<file path="config.mk">
export PLATFORM = sky130hd
export DESIGN_NAME = frame_interval_statistics_meter
export DESIGN_NICKNAME = d
export VERILOG_FILES = /design/src/hdl/fism_pkg.sv /design/src/hdl/fism_div.sv /design/src/hdl/frame_interval_statistics_meter.sv
export SDC_FILE = /design/constraint.sdc
export NUM_CORES = 2
export LEC_CHECK = 0
export ABC_AREA = 1
export BUFFER_PORTS_ARGS = -buffer_cell sky130_fd_sc_hd__buf_2
export CAP_MARGIN = 5
export CELL_PAD_IN_SITES_DETAIL_PLACEMENT = 1
export CELL_PAD_IN_SITES_GLOBAL_PLACEMENT = 2
export CORE_ASPECT_RATIO = 0.5
export CORE_MARGIN = 2
export CORE_UTILIZATION = 38
export DETAILED_ROUTE_END_ITERATION = 8
export PLACE_DENSITY = 0.86
export SYNTH_ARGS = -nofsm -noshare
export SYNTH_HDL_FRONTEND = slang
export SYNTH_SLANG_ARGS = --single-unit
export TNS_END_PERCENT = 30
</file>
<file path="constraint.sdc">
create_clock -name clk -period 31.5 [get_ports clk]
set_input_delay 6.3 -clock clk [delete_from_list [all_inputs] [get_ports clk]]
set_output_delay 6.3 -clock clk [all_outputs]
set_load 0.01 [all_outputs]
</file>
<file path="src/hdl/fism_pkg.sv">
// Frame interval statistics meter: shared types and constants.
// Used by fism_div and frame_interval_statistics_meter; no dependencies.
package fism_pkg;

  localparam int TIME_BITS_DEF = 48;
  localparam int TS_W          = 48;
  localparam int BUDGET_W      = 30;
  localparam int COUNT_W       = 32;
  localparam int HR_W          = 17;
  localparam int HR_FRAC       = 16;
  localparam int DIVISOR_W     = 32;

  localparam logic [BUDGET_W-1:0] BUDGET_RESET = 30'd16666667;
  localparam logic [HR_W-1:0]     HR_ONE       = 17'h10000;

  localparam logic [1:0] ACT_BEGIN      = 2'd0;
  localparam logic [1:0] ACT_RENDER_END = 2'd1;
  localparam logic [1:0] ACT_CLEAR      = 2'd2;

  typedef struct packed {
    logic [1:0]      action;
    logic [TS_W-1:0] timestamp_ns;
  } in_item_t;

  typedef struct packed {
    logic [COUNT_W-1:0] frame_count;
    logic [COUNT_W-1:0] late_count;
    logic [TS_W-1:0]    mean_interval_ns;
    logic [TS_W-1:0]    worst_interval_ns;
    logic [TS_W-1:0]    mean_render_ns;
    logic [TS_W-1:0]    worst_render_ns;
    logic [HR_W-1:0]    render_headroom;
    logic [HR_W-1:0]    frame_headroom;
  } out_item_t;

  typedef struct packed {
    logic busy;
    logic done;
  } div_stat_t;

endpackage

</file>
<file path="src/hdl/fism_div.sv">
// Restoring radix-2 divider, one quotient bit per cycle.
// Depends on fism_pkg for the status struct.
module fism_div #(
  parameter int DW = 48,
  parameter int VW = 32
) (
  input  logic                clk,
  input  logic                rst_n,
  input  logic                start,
  input  logic [DW-1:0]       dividend,
  input  logic [VW-1:0]       divisor,
  output fism_pkg::div_stat_t stat,
  output logic [DW-1:0]       quotient
);

  localparam int CNT_W = $clog2(DW + 1);

  logic             busy_r;
  logic             done_r;
  logic [CNT_W-1:0] cnt_r;
  logic [VW-1:0]    rem_r;
  logic [VW-1:0]    dvs_r;
  logic [DW-1:0]    quo_r;
  logic [VW:0]      shifted;
  logic [VW:0]      trial;
  logic             fits;

  assign shifted = {rem_r, quo_r[DW-1]};
  assign trial   = shifted - {1'b0, dvs_r};
  assign fits    = shifted >= {1'b0, dvs_r};

  always_ff @(posedge clk) begin
    if (!rst_n) begin
      busy_r <= 1'b0;
      done_r <= 1'b0;
      cnt_r  <= '0;
    end else begin
      done_r <= 1'b0;
      if (start && !busy_r) begin
        busy_r <= 1'b1;
        cnt_r  <= CNT_W'(DW);
        rem_r  <= '0;
        quo_r  <= dividend;
        dvs_r  <= divisor;
      end else if (busy_r) begin
        rem_r <= fits ? trial[VW-1:0] : shifted[VW-1:0];
        quo_r <= {quo_r[DW-2:0], fits};
        cnt_r <= cnt_r - 1'b1;
        if (cnt_r == CNT_W'(1)) begin
          busy_r <= 1'b0;
          done_r <= 1'b1;
        end
      end
    end
  end

  assign stat.busy = busy_r;
  assign stat.done = done_r;
  assign quotient  = quo_r;

endmodule

</file>
<file path="src/hdl/frame_interval_statistics_meter.sv">
// Frame interval statistics meter: event sequencer, statistics registers.
// Depends on fism_pkg and fism_div (shared divider for means and headrooms).
//
//  channel | ports                         | handshake
//  --------+-------------------------------+------------------------------
//  input   | in_valid, in_stall, in_data   | transfer on valid && !stall
//  result  | out_valid, out_stall, out_data| transfer on valid && !stall
//  config  | cfg_valid, cfg_ready, cfg_data| write on valid && ready
//
// One event passes from transfer to result through four serial divisions on the one
// divider (two means, two headrooms); the divider width is DW = max(TIME_BITS, 46).
// A division with a zero divisor or a fixed answer is skipped.
// in_stall is high from the transfer until the result is loaded.
// The result register frees the sequencer while a result waits on out_stall.
// Reset is synchronous; budget returns to 16666667 ns.
module frame_interval_statistics_meter #(
  parameter int TIME_BITS = fism_pkg::TIME_BITS_DEF
) (
  input  logic                              clk,
  input  logic                              rst_n,
  input  logic                              in_valid,
  output logic                              in_stall,
  input  fism_pkg::in_item_t                in_data,
  output logic                              out_valid,
  input  logic                              out_stall,
  output fism_pkg::out_item_t               out_data,
  input  logic                              cfg_valid,
  output logic                              cfg_ready,
  input  logic [fism_pkg::BUDGET_W-1:0]     cfg_data
);

  localparam int BW    = fism_pkg::BUDGET_W;
  localparam int NUM_W = BW + fism_pkg::HR_FRAC;
  localparam int DW    = (TIME_BITS > NUM_W) ? TIME_BITS : NUM_W;
  localparam int VW    = fism_pkg::DIVISOR_W;
  localparam int CW    = fism_pkg::COUNT_W;
  localparam int HW    = fism_pkg::HR_W;

  typedef enum logic [3:0] {
    S_IDLE, S_DIFF, S_ACC, S_MI_GO, S_MI_WAIT, S_MR_GO, S_MR_WAIT,
    S_HC_GO, S_HC_WAIT, S_HF_GO, S_HF_WAIT, S_OUT
  } state_t;

  state_t                  state_r;
  logic [BW-1:0]           budget_r;
  logic [BW:0]             thr_r;
  logic [1:0]              action_r;
  logic [TIME_BITS-1:0]    now_r;
  logic [TIME_BITS-1:0]    diff_r;
  logic [TIME_BITS-1:0]    last_r;
  logic                    have_last_r;
  logic [TIME_BITS-1:0]    rstart_r;
  logic                    have_rs_r;
  logic [TIME_BITS-1:0]    isum_r;
  logic [TIME_BITS-1:0]    iworst_r;
  logic [TIME_BITS-1:0]    rsum_r;
  logic [TIME_BITS-1:0]    rworst_r;
  logic [CW-1:0]           frames_r;
  logic [CW-1:0]           late_r;
  logic [TIME_BITS-1:0]    mi_r;
  logic [TIME_BITS-1:0]    mr_r;
  logic [HW-1:0]           hc_r;
  logic [HW-1:0]           hf_r;
  logic                    div_start_r;
  logic [DW-1:0]           div_a_r;
  logic [VW-1:0]           div_b_r;
  logic                    out_valid_r;
  fism_pkg::out_item_t     out_data_r;

  fism_pkg::div_stat_t     div_st;
  logic [DW-1:0]           div_q;
  logic [TIME_BITS:0]      isum_add;
  logic [TIME_BITS:0]      rsum_add;
  logic [TIME_BITS-1:0]    isum_sat;
  logic [TIME_BITS-1:0]    rsum_sat;
  logic                    in_fire;

  assign in_fire   = in_valid && !in_stall;
  assign in_stall  = state_r != S_IDLE;
  assign cfg_ready = state_r == S_IDLE;
  assign out_valid = out_valid_r;
  assign out_data  = out_data_r;

  assign isum_add = {1'b0, isum_r} + {1'b0, diff_r};
  assign rsum_add = {1'b0, rsum_r} + {1'b0, diff_r};
  assign isum_sat = isum_add[TIME_BITS] ? '1 : isum_add[TIME_BITS-1:0];
  assign rsum_sat = rsum_add[TIME_BITS] ? '1 : rsum_add[TIME_BITS-1:0];

  fism_div #(
    .DW(DW),
    .VW(VW)
  ) u_div (
    .clk      (clk),
    .rst_n    (rst_n),
    .start    (div_start_r),
    .dividend (div_a_r),
    .divisor  (div_b_r),
    .stat     (div_st),
    .quotient (div_q)
  );

  always_ff @(posedge clk) begin
    if (!rst_n) begin
      state_r     <= S_IDLE;
      budget_r    <= fism_pkg::BUDGET_RESET;
      last_r      <= '0;
      have_last_r <= 1'b0;
      rstart_r    <= '0;
      have_rs_r   <= 1'b0;
      isum_r      <= '0;
      iworst_r    <= '0;
      rsum_r      <= '0;
      rworst_r    <= '0;
      frames_r    <= '0;
      late_r      <= '0;
      div_start_r <= 1'b0;
      out_valid_r <= 1'b0;
    end else begin
      if (out_valid_r && !out_stall && state_r != S_OUT) begin
        out_valid_r <= 1'b0;
      end
      if (cfg_valid && cfg_ready) begin
        budget_r <= cfg_data;
      end
      unique case (state_r)
        S_IDLE: begin
          if (in_fire) begin
            action_r <= in_data.action;
            now_r    <= TIME_BITS'(in_data.timestamp_ns);
            state_r  <= S_DIFF;
          end
        end
        S_DIFF: begin
          diff_r  <= now_r - ((action_r == fism_pkg::ACT_BEGIN) ? last_r : rstart_r);
          thr_r   <= {1'b0, budget_r} + (BW + 1)'(budget_r >> 1);
          state_r <= S_ACC;
        end
        S_ACC: begin
          if (action_r == fism_pkg::ACT_BEGIN) begin
            if (have_last_r) begin
              isum_r <= isum_sat;
              if (diff_r > iworst_r) iworst_r <= diff_r;
              if (diff_r > TIME_BITS'(thr_r) && late_r != '1) late_r <= late_r + 1'b1;
              if (frames_r != '1) frames_r <= frames_r + 1'b1;
            end
            last_r      <= now_r;
            have_last_r <= 1'b1;
            rstart_r    <= now_r;
            have_rs_r   <= 1'b1;
          end else if (action_r == fism_pkg::ACT_RENDER_END) begin
            if (have_rs_r) begin
              rsum_r <= rsum_sat;
              if (diff_r > rworst_r) rworst_r <= diff_r;
            end
          end else if (action_r == fism_pkg::ACT_CLEAR) begin
            isum_r      <= '0;
            iworst_r    <= '0;
            rsum_r      <= '0;
            rworst_r    <= '0;
            frames_r    <= '0;
            late_r      <= '0;
            have_last_r <= 1'b0;
            last_r      <= '0;
          end
          state_r <= S_MI_GO;
        end
        S_MI_GO: begin
          if (frames_r == '0) begin
            mi_r    <= '0;
            state_r <= S_MR_GO;
          end else begin
            div_a_r     <= DW'(isum_r);
            div_b_r     <= VW'(frames_r);
            div_start_r <= 1'b1;
            state_r     <= S_MI_WAIT;
          end
        end
        S_MI_WAIT: begin
          div_start_r <= 1'b0;
          if (div_st.done) begin
            mi_r    <= TIME_BITS'(div_q);
            state_r <= S_MR_GO;
          end
        end
        S_MR_GO: begin
          if (frames_r == '0) begin
            mr_r    <= '0;
            state_r <= S_HC_GO;
          end else begin
            div_a_r     <= DW'(rsum_r);
            div_b_r     <= VW'(frames_r);
            div_start_r <= 1'b1;
            state_r     <= S_MR_WAIT;
          end
        end
        S_MR_WAIT: begin
          div_start_r <= 1'b0;
          if (div_st.done) begin
            mr_r    <= TIME_BITS'(div_q);
            state_r <= S_HC_GO;
          end
        end
        S_HC_GO: begin
          if (mr_r == '0) begin
            hc_r    <= fism_pkg::HR_ONE;
            state_r <= S_HF_GO;
          end else if (budget_r == '0 || mr_r >= TIME_BITS'(budget_r)) begin
            hc_r    <= '0;
            state_r <= S_HF_GO;
          end else begin
            div_a_r     <= DW'({budget_r - mr_r[BW-1:0], {fism_pkg::HR_FRAC{1'b0}}});
            div_b_r     <= VW'(budget_r);
            div_start_r <= 1'b1;
            state_r     <= S_HC_WAIT;
          end
        end
        S_HC_WAIT: begin
          div_start_r <= 1'b0;
          if (div_st.done) begin
            hc_r    <= HW'(div_q);
            state_r <= S_HF_GO;
          end
        end
        S_HF_GO: begin
          if (mi_r == '0) begin
            hf_r    <= fism_pkg::HR_ONE;
            state_r <= S_OUT;
          end else if (budget_r == '0 || mi_r >= TIME_BITS'(budget_r)) begin
            hf_r    <= '0;
            state_r <= S_OUT;
          end else begin
            div_a_r     <= DW'({budget_r - mi_r[BW-1:0], {fism_pkg::HR_FRAC{1'b0}}});
            div_b_r     <= VW'(budget_r);
            div_start_r <= 1'b1;
            state_r     <= S_HF_WAIT;
          end
        end
        S_HF_WAIT: begin
          div_start_r <= 1'b0;
          if (div_st.done) begin
            hf_r    <= HW'(div_q);
            state_r <= S_OUT;
          end
        end
        S_OUT: begin
          if (!out_valid_r || !out_stall) begin
            out_valid_r                  <= 1'b1;
            out_data_r.frame_count       <= frames_r;
            out_data_r.late_count        <= late_r;
            out_data_r.mean_interval_ns  <= fism_pkg::TS_W'(mi_r);
            out_data_r.worst_interval_ns <= fism_pkg::TS_W'(iworst_r);
            out_data_r.mean_render_ns    <= fism_pkg::TS_W'(mr_r);
            out_data_r.worst_render_ns   <= fism_pkg::TS_W'(rworst_r);
            out_data_r.render_headroom   <= hc_r;
            out_data_r.frame_headroom    <= hf_r;
            state_r                      <= S_IDLE;
          end
        end
        default: begin
          state_r <= S_IDLE;
        end
      endcase
    end
  end

  a_late_le_frames: assert property (@(posedge clk) disable iff (!rst_n)
    late_r <= frames_r)
    else $error("late count above frame count");

  a_div_start_idle: assert property (@(posedge clk) disable iff (!rst_n)
    div_start_r |-> !div_st.busy)
    else $error("divider started while busy");

  a_hr_range: assert property (@(posedge clk) disable iff (!rst_n)
    out_valid_r |-> (out_data_r.render_headroom <= fism_pkg::HR_ONE &&
                     out_data_r.frame_headroom <= fism_pkg::HR_ONE))
    else $error("headroom above one");

endmodule
</file>
# --- Yosys cells after proc, flatten, opt, wreduce, memory -nomap -nowiden ---
# Cells that the tools add are included.
classes:
  n_addsub: 10
  muxes: 83
  n_eq_ne: 41
  n_reduce_logical: 55
  bitwise: 3
  order_cmp: 6
op_table:
  columns: ["cell", "n"]
  rows:
  - ["48-bit two-way mux", 26]
  - ["32-bit two-way mux", 15]
  - ["48-bit one-hot mux with 2 select lines", 2]
  - ["48-bit one-hot mux with 4 select lines", 1]
  - ["48-bit by 48-bit adder with 49-bit output", 2]
  - ["48-bit by 30-bit greater-or-equal comparator with 1-bit output", 2]
  - ["48-bit greater-than comparator", 2]
  - ["48-bit zero test", 2]
  - ["32-bit one-hot mux with 3 select lines", 1]
  - ["17-bit two-way mux", 5]
  - ["17-bit one-hot mux with 2 select lines", 2]
  - ["32-bit by 1-bit adder with 32-bit output (second input constant)", 2]
  - ["32-bit inequality test (second input constant)", 2]
  - ["30-bit subtractor", 2]
  - ["48-bit by 31-bit greater-than comparator with 1-bit output", 1]
  - ["4-bit one-hot mux with 12 select lines", 1]
  - ["48-bit subtractor", 1]
  - ["33-bit by 32-bit greater-or-equal comparator with 1-bit output", 1]
  - ["32-bit zero test", 1]
  - ["32-bit subtractor", 1]
  - ["30-bit by 29-bit adder with 31-bit output", 1]
  - ["30-bit zero test", 1]
  - ["2-bit inequality test (second input constant)", 13]
  - ["4-bit two-way mux", 6]
  - ["33 further kinds", 105]
word_totals:
  in_bits: 85
  output_inout_bits: 293
  regBits: 1139
  elab_cells: 237

# --- Longest topological paths before layout ---
depth:
  depth_word: 6
  mapped_depth: 24
  depth_no_buf: 22

# --- Cells and area by module ---
# A second synthesis with hierarchy kept.
hier_totals:
  cells_unflattened: 7685
  hier_area_um2: 63906.3
by_module_without_submodules:
  columns: ["mod", "n_inst", "cells_each", "area_per_inst_um2", "seq_area_each_um2"]
  rows:
  - ["frame_interval_statistics_meter", 1, 6631, 56138.8, 26695.6]
  - ["fism_div", 1, 1054, 7767.4, 3523.4]

# --- Least setup slack after synthesis ---
# Ideal clock, no wire load.
synth_timing:
  kind: "input to register"
  startpoint: "input rst_n"
  endpoint: "register out_data_r (netlist bit out_data[0]), enable pin"
  t_required_ns: 30.204
  path_buffers: 2
  slack_ns: 3.842
  setup_ns: 1.296
  stages: 4
  arrival_ns: 26.362
  path_cell_list: "clkbuf_1 > inv_2 > clkbuf_1 > nor3_1"
synth_via:
  elab_chain_cells: 1
synth_rtl:
  columns: ["element", "line", "rtl"]
  rows:
  - ["start, declared", "frame_interval_statistics_meter.sv:20", "input logic rst_n,"]
  - ["3-bit AND reduction (no line)", null, null]
  - ["end, declared", "frame_interval_statistics_meter.sv:68", "fism_pkg::out_item_t out_data_r;"]
# Every way passes these cells.
# A chain may end at the register's enable or synchronous reset.

# --- Final worst setup path ---
layout_timing:
  startpoint: "input rst_n"
  endpoint: "register out_data_r (netlist bit out_data[53]), enable pin"
# The elaborated chain is that of the path after synthesis.

==> impl_results.md <==
- Max Fclk: 108 MHz
- Worst rel slew slack: 10.4%
- Met2 Routed Length: 110000 um
- Detail Placement HPWL: 183000 um
- Port bufs: 377
- Worst Setup Start Kind: primary input
- WHS: 414 ps
- Overflow after GRT: 0
- Die area: 168000 sq um
- Ys Warns: 0
- Via Count: 54700
- CP required: 31840 ps
- Hold-critical path depth: 0
- Largest cells by area after synthesis: edfxtp_1 36%, dfxtp_1 13%, ha_1 8.9%
- WS Path Type: in -> reg
- # setup viols final: 0
- Die Span Y: 291 um
- Synth area leader: edfxtp_1
- Final Max Tran Viols: 0
- 1st-pass router iterations: 6
- Reg2Reg Setup Slack: 26450 ps
- Clk sinks: 1139
- Largest net degree at the start of global routing: 143
- Max Root-Sink Buffers: 3
- Tmin final: 9220 ps
- CP Launch Point: rst_n
- Post-Syn Area per Cell: 8.59 sq um
- Crit path largest cell delay: 880 ps
- Total of max-cap violations: 0
- Sequential area share after synthesis: 48.3%
- M1 WL: 111000 um
- DRC: 0
- Cts bufs inserted: 106
- CP Capture Type: flop
- Clk pin slew, worst setup/hold paths: 70 ps
- Root Buffer: clkbuf_16
- All-Layer GR Usage: 28.3%
- Vias in the first global route: 54500
- Worst Skew: 49.4 ps
- Hold crit path type: reg -> reg
- Total Neg Setup Slack: 0 ps
- PostCTS Resize Cnt: 0
- Initial DRC Count: 5016
- Post-CTS setup buffer count: 0
- CTS Hold Bufs: 0
- Main combinational cell family by area after synthesis: simple AND/OR/NAND/NOR gates
- H-tree depth: 3
- Initial antenna violation count: 13
- Netlist cell types: 63
- Layout net count: 8157
- Synth Area in Compound Gates: 12.9%
- EDFF count, synth: 741
- Std cell rows: 105
- Slew @ Worst Pin: 1340 ps
- Unrepaired setup endpoints after global routing: no
- Ratio of final minimum period to clock period: 29.3%
- Count leader, synth: nand2_1
- Mapped Nets: 7814
- Top cells by count, synth: 1296 x nand2_1, 907 x nor2_1, 767 x a21oi_1
- CP delay by family, top: buffers and inverters
- Final hold vios: 0
- Peak VDD IR: 0.0000460 V
- Placement Cell Area: 67000 sq um
- WP buf/inv: 5
- Routed WL: 242000 um
- Routability cong.: 0.991
- Slowest cell on crit path: buf_4
- Top Ports: 378
- Cell area after synthesis: 62500 sq um
- Core footprint: 164000 sq um
- Wire length of the first global-routing pass: 357000 um
- Synth top area share: 35.6%
- Worst-path cell chain: buf_4, inv_8, buf_4, nor3_2, buf_4, buf_12
- Initial Util: 38.2%
- Remaining antenna violation count: 0
- Post-Synth Simple-Gate Area: 19.8%
- Share of cells above drive strength 1: 9.46%
- Min-delay src: div_b_r[29]
- Met3 wire length: 14500 um
- Synth Flop Type: edfxtp_1
- Synth Area in Adders: 9.10%
- Worst hold endpoint: u_div.dvs_r[29]
- Multiplexer share of the synthesized area: 1.06%
- R2R cell count: 14
- Status: finished, final reports clean
- Final core occ: 43.1%
- Max FFs per register: 290
- Top routing layer in use: met5
- Die Width: 578 um
- Cell seen most often among critical-path stages: buf_4
- Drt wl/cell: 24.4 um
- Area Growth Syn to Fin: 12.9%
- Worst-path fanout max: 142
- Worst reg2reg path endpoint: isum_r[19]
- Ys async rst share: 0%
- Fin area: 70600 sq um
- Syn Inst Count: 7278
- FF+latch count, synth: 1139
- Clk Latency, worst-skew pair: 770 ps
- Origin of the critical flop-to-flop path: action_r[0]
- Pwr Density: 58.3 nW/um^2
- Routed vias/inst: 5.52
- WP data arrival: 9560 ps
- Lkg Pwr: 0.0276 uW
- CTS tree: done
- XOR/XNOR Fraction of Synth Area: 2.70%
[stage by stage]
stage	cells	total power (uW)	worst slack [ps]
final	9908	4110	22280
after global routing	9907	4300	22250
after CTS	9907	4120	22370
after detailed placement	9706	2760	21590
after global placement	9706	2730	21770
after floorplan	7278	2400	3840
[per-layer routing]
| metal | track usage (%) | up-vias |
|---|---|---|
| met5 | 0 | - |
| met4 | 7.18 | 4 |
| met3 | 3.61 | 290 |
| met2 | 45.6 | 1583 |
| met1 | 40.0 | 27300 |
| li1 | - | 25500 |
[final cells by class]
type                       count  area (sq um)
antenna                        1          2.50
fill                       19600         93100
clock inverter                61           676
clock buffer                 140          2900
sequential                  1139         30200
tap                         2193          2740
inverter                     754          2840
multi-input combinational   5154         28600
timing repair buffer         466          2570
[how the worst max path moves through the flow]
stage	end	slack [ps]	depth (start not counted)
after CTS	out_data[28]	22370	6
after global routing	out_data[24]	22250	6
after global placement	out_data[90]	21770	6
after floorplan	out_data[0]	3840	4
after detailed placement	out_data[105]	21590	6
final	out_data[53]	22280	6
[where the power goes]
part / internal (uW) / switching, uW
combinational: 284 / 682
sequential: 1710 / 74.0
clock: 738 / 628
total: 2730 / 1380
[cell usage in the layout, fill, tap and decap left out, types with 13 or more instances in the layout]
cell       instances
a22o_1            18
o21a_1            22
a21oi_1          764
nand4_1          127
inv_2             13
clkbuf_1          24
xnor2_1           57
xor2_1           136
buf_4             89
ha_1             443
nor4_1            45
nor2_1           897
nand2_1         1293
a22oi_1           25
dfxtp_1          398
o211ai_1          18
clkinv_1          23
o21ai_1           34
buf_2            376
a31oi_1           24
nor3_1            98
nand3_1          393
or2_2             17
o21ai_0          484
o21bai_1          24
inv_1            734
edfxtp_1         741
a21boi_0          14
clkbuf_16        108
nor2_2            25
a21o_1            37
mux2i_1           66
[logic make-up after synthesis]
kind of cell / after synthesis
multiplexers: 66
adder cells (fa/ha/maj): 451
buffers and inverters: 985
AND/OR/NAND/NOR: 2947
AO/OA/AOI/OAI: 1497
XOR/XNOR: 193
flip-flops: 1139
Note: power is estimated with default switching activity, not from simulation.
